**config.mk**
```make
export PLATFORM = sky130hd
export DESIGN_NAME = glob_wildcard_match
export DESIGN_NICKNAME = d
export VERILOG_FILES = /design/src/gwm_pkg.sv /design/src/gwm_cell.sv /design/src/glob_wildcard_match.sv
export SDC_FILE = /design/constraint.sdc
export NUM_CORES = 1
export LEC_CHECK = 0
export ABC_AREA = 1
export BUFFER_PORTS_ARGS = -buffer_cell sky130_fd_sc_hd__buf_2
export CORE_AREA = 2 2 237 239
export CTS_CLUSTER_SIZE = 16
export DETAILED_ROUTE_END_ITERATION = 12
export DIE_AREA = 0 0 239 241
export PLACE_DENSITY = 0.48
export SLEW_MARGIN = 20
export SYNTH_ARGS = -nofsm -noshare
export SYNTH_HDL_FRONTEND = slang
export SYNTH_SLANG_ARGS = --single-unit
export TNS_END_PERCENT = 100
```
**constraint.sdc**
```tcl
create_clock -name clock -period 6.3 [get_ports clock]
set_input_delay 0.315 -clock clock [delete_from_list [all_inputs] [get_ports clock]]
set_output_delay 0.315 -clock clock [all_outputs]
set_load 0.05 [all_outputs]
```
**src/gwm_pkg.sv**
```systemverilog
`timescale 1ns / 1ps
`default_nettype none
// ----------------------------------------------------------------------------
// Glob matcher package
// Transaction codes, wildcard bytes and the structs shared by the cell row.
// ----------------------------------------------------------------------------
package gwm_pkg;

   typedef enum logic [1:0] {
      REQ_CLEAR   = 2'd0,
      REQ_APPEND  = 2'd1,
      REQ_SUBJECT = 2'd2,
      REQ_END     = 2'd3
   } req_code_type;

   localparam logic [7:0] ANY_ONE = 8'h3F;
   localparam logic [7:0] ANY_RUN = 8'h2A;

   // Command broadcast to every cell for the transaction being accepted.
   typedef struct packed {
      logic       clear;
      logic       append;
      logic       subject;
      logic       rearm;
      logic [7:0] byte_value;
   } ctrl_type;

   // Signals handed from one cell to its right-hand neighbour.
   typedef struct packed {
      logic first;
      logic used;
      logic carry;
      logic match;
   } link_type;

endpackage
`default_nettype wire

```
**src/gwm_cell.sv**
```systemverilog
`timescale 1ns / 1ps
`default_nettype none
// ----------------------------------------------------------------------------
// Glob matcher cell
// Holds one pattern byte, its in-use bit and the active bit of its position.
// ----------------------------------------------------------------------------
module gwm_cell (
   input  wire logic              clock,
   input  wire logic              reset,
   input  wire gwm_pkg::ctrl_type ctrl,
   input  wire gwm_pkg::link_type link_left,
   output gwm_pkg::link_type      link_right,
   output logic                   at_end
);

   logic [7:0] pat_ff;
   logic [7:0] pat_in;
   logic       used_ff;
   logic       used_in;
   logic       active_ff;
   logic       active_in;
   logic       closed;
   logic       is_star;
   logic       is_any;
   logic       load;

   assign closed  = active_ff | link_left.carry;
   assign is_star = (pat_ff == gwm_pkg::ANY_RUN);
   assign is_any  = (pat_ff == gwm_pkg::ANY_ONE);
   assign load    = ctrl.append & link_left.used & ~used_ff;

   assign link_right.first = 1'b0;
   assign link_right.used  = used_ff;
   assign link_right.carry = closed & used_ff & is_star;
   assign link_right.match = closed & used_ff & ~is_star &
                             (is_any | (pat_ff == ctrl.byte_value));
   assign at_end           = closed & link_left.used & ~used_ff;

   always_comb begin
      pat_in    = pat_ff;
      used_in   = used_ff;
      active_in = active_ff;
      if (ctrl.clear) begin
         used_in   = 1'b0;
         active_in = link_left.first;
      end else if (ctrl.rearm) begin
         active_in = link_left.first;
      end else if (ctrl.subject) begin
         active_in = link_right.carry | link_left.match;
      end else if (load) begin
         pat_in  = ctrl.byte_value;
         used_in = 1'b1;
      end
   end

   always_ff @(posedge clock) begin
      pat_ff <= pat_in;
      if (reset) begin
         used_ff   <= 1'b0;
         active_ff <= link_left.first;
      end else begin
         used_ff   <= used_in;
         active_ff <= active_in;
      end
   end

endmodule
`default_nettype wire

```
**src/glob_wildcard_match.sv**
```systemverilog
`timescale 1ns / 1ps
`default_nettype none
// ----------------------------------------------------------------------------
// Glob wildcard matcher
// Streams a subject past a loaded glob pattern held in a row of cells and
// reports whether the whole subject matched the whole pattern.
// ----------------------------------------------------------------------------
//  Channel  Direction  Ports                                 Transactions
//  req      in         req_valid/ready, req_type, req_byte_value  all codes
//  rsp      out        rsp_valid/ready, rsp_matched,          one per end
//                      rsp_pattern_overflow
//
// One transaction per cycle is sustained unless a held verdict stalls req; the
// ripple of '*' closure along the cell row sets the clock period.
// A verdict appears in the output register the cycle after its end
// transaction; new transactions are taken while that register drains.
// Reset empties the pattern and arms position zero.
// ----------------------------------------------------------------------------
module glob_wildcard_match #(
   parameter int MAX_PATTERN = 32
) (
   input  wire logic       clock,
   input  wire logic       reset,
   input  wire logic       req_valid,
   output logic            req_ready,
   input  wire logic [1:0] req_type,
   input  wire logic [7:0] req_byte_value,
   output logic            rsp_valid,
   input  wire logic       rsp_ready,
   output logic            rsp_matched,
   output logic            rsp_pattern_overflow
);

   gwm_pkg::ctrl_type              ctrl;
   gwm_pkg::link_type              links [MAX_PATTERN+1];
   logic [MAX_PATTERN-1:0]         cell_end;
   logic                           req_accept;
   logic                           tail_ff;
   logic                           tail_in;
   logic                           tail_closed;
   logic                           ovf_ff;
   logic                           ovf_in;
   logic                           hit;
   logic                           rsp_valid_ff;
   logic                           rsp_valid_in;
   logic                           matched_ff;
   logic                           matched_in;
   logic                           rsp_ovf_ff;
   logic                           rsp_ovf_in;

   assign req_ready  = ~rsp_valid_ff | rsp_ready;
   assign req_accept = req_valid & req_ready;

   assign ctrl.clear      = req_accept & (req_type == gwm_pkg::REQ_CLEAR);
   assign ctrl.append     = req_accept & (req_type == gwm_pkg::REQ_APPEND);
   assign ctrl.subject    = req_accept & (req_type == gwm_pkg::REQ_SUBJECT);
   assign ctrl.rearm      = req_accept & (req_type == gwm_pkg::REQ_END);
   assign ctrl.byte_value = req_byte_value;

   assign links[0].first = 1'b1;
   assign links[0].used  = 1'b1;
   assign links[0].carry = 1'b0;
   assign links[0].match = 1'b0;

   for (genvar i = 0; i < MAX_PATTERN; i++) begin : g_cell
      gwm_cell u_cell (
         .clock      (clock),
         .reset      (reset),
         .ctrl       (ctrl),
         .link_left  (links[i]),
         .link_right (links[i+1]),
         .at_end     (cell_end[i])
      );
   end

   assign tail_closed = tail_ff | links[MAX_PATTERN].carry;
   assign hit = (|cell_end) | (tail_closed & links[MAX_PATTERN].used);

   always_comb begin
      tail_in      = tail_ff;
      ovf_in       = ovf_ff;
      rsp_valid_in = rsp_valid_ff & ~rsp_ready;
      matched_in   = matched_ff;
      rsp_ovf_in   = rsp_ovf_ff;
      if (ctrl.clear) begin
         tail_in = 1'b0;
         ovf_in  = 1'b0;
      end else if (ctrl.append) begin
         ovf_in = ovf_ff | links[MAX_PATTERN].used;
      end else if (ctrl.subject) begin
         tail_in = links[MAX_PATTERN].match;
      end else if (ctrl.rearm) begin
         tail_in      = 1'b0;
         rsp_valid_in = 1'b1;
         matched_in   = hit & ~ovf_ff;
         rsp_ovf_in   = ovf_ff;
      end
   end

   always_ff @(posedge clock) begin
      matched_ff <= matched_in;
      rsp_ovf_ff <= rsp_ovf_in;
      if (reset) begin
         tail_ff      <= 1'b0;
         ovf_ff       <= 1'b0;
         rsp_valid_ff <= 1'b0;
      end else begin
         tail_ff      <= tail_in;
         ovf_ff       <= ovf_in;
         rsp_valid_ff <= rsp_valid_in;
      end
   end

   assign rsp_valid            = rsp_valid_ff;
   assign rsp_matched          = matched_ff;
   assign rsp_pattern_overflow = rsp_ovf_ff;

endmodule
`default_nettype wire

```
==> metrics.txt <==
worst reg2reg setup slack -0.14 ns; Routed Antenna Nets 0; TritonCTS clock tree built; Warnings, synthesis 0; Max Clk Rate 155 MHz; Worst Setup EP rsp_matched; dpl hpwl 23600 µm; Synth Area in Compound Gates 6.55%; wire length per cell 16.3 µm; largest family of logic cells by synthesized area simple AND/OR/NAND/NOR gates; min Tclk post-route 6.44 ns; worst slew margin relative to its limit 27.9%; area of the multi-input gates 5920 µm²; Setup WS post-layout -0.141 ns; Max Cap Violations 0; multiplexer share of the synthesized area 0%; remaining global-route overflow 0; Register Area 9090 µm²; Max Slew Vio Count 0; layout cell share with drive strength beyond 1 21.4%; Rows 86; Max stage delay on crit path 0.39 ns; register area share after synthesis 57.6%; Longest Clk Path Bufs 3; failing checks negative setup slack; CP delay by family, top simple AND/OR/NAND/NOR gates; post-synth top area share 49.1%; synthesized instance count 1481; DIE WIDTH 239 µm; synthesized area 15800 µm²; via count 11200; simple-gate portion of the synthesized area 21.0%; drt drc 0; drt pass-1 iters 5; first-pass GRT wire length 60200 µm; crit path buf inv count 1; CTS Sinks 325; Mapped Nets 1495; initial antenna violation count 0; root buf cell clkbuf_16; GPL Wtd Cong 0.781; Pleak 0.00631 µW; core area 54900 µm²; Peak VDD IR 0.140 mV; final hold viol count 0; CTS buffer count 37; Post-synth EDFFs 258; Yosys reg bits 325; Synth Area in Adders 0%; Reg-to-Reg Start g_cell[2].u_cell.pat_ff[6]; Avg Cell Area, Syn 10.7 µm²; Setup crit end kind flip-flop; PD cells 248 nW/µm²; final worst path period share 102%; Area Overhead vs Synth 18.9%; chip height 241 µm; Core Util, Final 34.2%; 1st-iter DRT viols 473; CP most frequent cell nand2_2; CP startpoint kind flip-flop; number of I/O port buffers 17; full die area 57600 µm²; vias in the first global route 11000; worst skew pair latency 0.53 ns; DR vias/cell 4.77; clock slew at reported path FFs 0.06 ns; largest net degree at the start of global routing 63; # nets final 1629; min-delay worst type in2reg; Worst EP arrival 6.84 ns; CP max-delay cell edfxtp_1; status finished with violations; WL final 38400 µm; Setup crit start g_cell[2].u_cell.pat_ff[6]; Setup CP Type reg2reg; largest cells by area after synthesis edfxtp_1, dfxtp_1, xnor2_1, nand2_1, inv_1; Fillers 5464; top_reg_cell synth edfxtp_1; RSZ-0062 raised after global routing true; CP Data Required Time 6.70 ns; share of flip-flops with an asynchronous set or reset 0%; # setup viols final 3; critical path depth 66; R2R depth 66; slew at the pin closest to its max-slew limit 1.08 ns; number of diodes 0; H-tree depth 2; aggregate negative setup slack -0.366 ns; Setup Skew 0.0161 ns; Total GRT Usage 13.3%; Crit Path Max Fanout 3; Initial Util 28.8%; Distinct cells, synth 42; IO Pins 18; post-synth top area cell edfxtp_1; Post-Synth XOR/XNOR Area 9.49%; Worst R2R End rsp_matched
[worst min-delay path, delay by kind of cell]
| family | cells | cell delay, ns |
|---|---|---|
| compound gates | 1 | 0.10 |
| buf+inv | 2 | 0.13 |
[stage by stage]
| step | hold slack [ns] | instance area [µm²] | worst slack (ns) | std cells | power [µW] |
|---|---|---|---|---|---|
| 6_report | 0.0748 | 18800 | -0.141 | 2347 | 4650 |
| 3_5_place_dp | 0.462 | 17200 | -0.125 | 2229 | 2650 |
| 2_1_floorplan | 0.414 | 15800 | 0.468 | 1481 | 2530 |
| 4_1_cts | 0.0524 | 18600 | -0.0304 | 2323 | 4710 |
| 5_1_grt | 0.0805 | 18800 | -0.893 | 2347 | 4830 |
| 3_3_place_gp | 0.465 | 17200 | 0.0882 | 2229 | 2640 |
[what timing repair did]
item,in CTS,in global routing
setup buffers,27,24
resized for setup,3,4
endpoints found under the setup margin,3,7
pin swaps,1,8
hold buffers,0,0
endpoints found under the hold margin,0,0
[flip-flops by register name (all words and copies together), names as in the netlist]
signal,flops
g_cell.u_cell.pat_ff,256
g_cell.u_cell.active_ff,32
g_cell.u_cell.used_ff,32
ovf_ff,1
rsp_matched,1
rsp_pattern_overflow,1
rsp_valid,1
tail_ff,1
[layer usage]
layer	part of all wire [%]	routed length (µm)	GRT usage [%]
met1	49	18900	18.3
met5	0	0	0
met2	46	17500	21.9
met4	1.9	716	3.58
met3	3.3	1250	2.01
[worst min-delay path by stage]
stage | from | end | cells after the start
after floorplan | req_byte_value[0] | g_cell[0].u_cell.pat_ff[0] | 0
after global placement | tail_ff | tail_ff | 2
after detailed placement | ovf_ff | rsp_pattern_overflow | 0
after CTS | reset | rsp_valid | 3
after global routing | reset | rsp_valid | 3
final | reset | rsp_valid | 3
[placed cells by master, fill, tap and decap left out, drive strengths merged, types with 5 or more instances in the layout]
cell type,Yosys,routed
clkbuf,38,55
edfxtp,258,258
nor3,17,17
inv,155,156
xnor2,123,123
xor2,48,48
or2,51,51
nor3b,5,5
a31oi,34,34
nor4,45,45
nand4,86,86
nor2,89,89
dfxtp,67,67
nand3,110,110
o32ai,9,9
o2111ai,11,11
buf,13,146
clkinv,0,11
nand3b,7,7
a21oi,37,37
o41ai,15,15
o21ai,33,33
nand2,204,204
[logic make-up (layout without fill, tap and decap cells)]
| kind of cell | Yosys count | in the layout |
|---|---|---|
| AO/OA/AOI/OAI | 157 | 157 |
| XOR/XNOR | 171 | 171 |
| buffers and inverters | 210 | 372 |
| flip-flops | 325 | 325 |
| AND/OR/NAND/NOR | 618 | 618 |
[layout make-up]
class | count | share of cell area, %
repair buffers | 146 | 5.70
well taps | 704 | 4.69
inverters | 159 | 3.47
clock inverters | 12 | 0.333
clock buffers | 55 | 5.84
flip-flops and latches | 325 | 48.4
multi-input cells | 946 | 31.5
[where the power goes]
group | internal [µW] | total (µW) | switching [µW] | leakage, µW
combinational | 94.3 | 276 | 182 | 0.00287
sequential | 2320 | 2330 | 5.37 | 0.00286
clock | 1200 | 2050 | 844 | 0.000581
[synthesized netlist by cell type, types with 15 or more instances]
master,n
a21oi_1,37
a31oi_1,34
clkbuf_1,38
dfxtp_1,67
edfxtp_1,258
inv_1,151
nand2_1,173
nand2_2,31
nand3_1,79
nand3_2,31
nand4_1,86
nor2_1,87
nor3_1,17
nor4_1,33
o21ai_0,33
o41ai_1,15
or2_2,51
xnor2_1,123
xor2_1,48
Note: power is estimated with default switching activity, not from simulation.
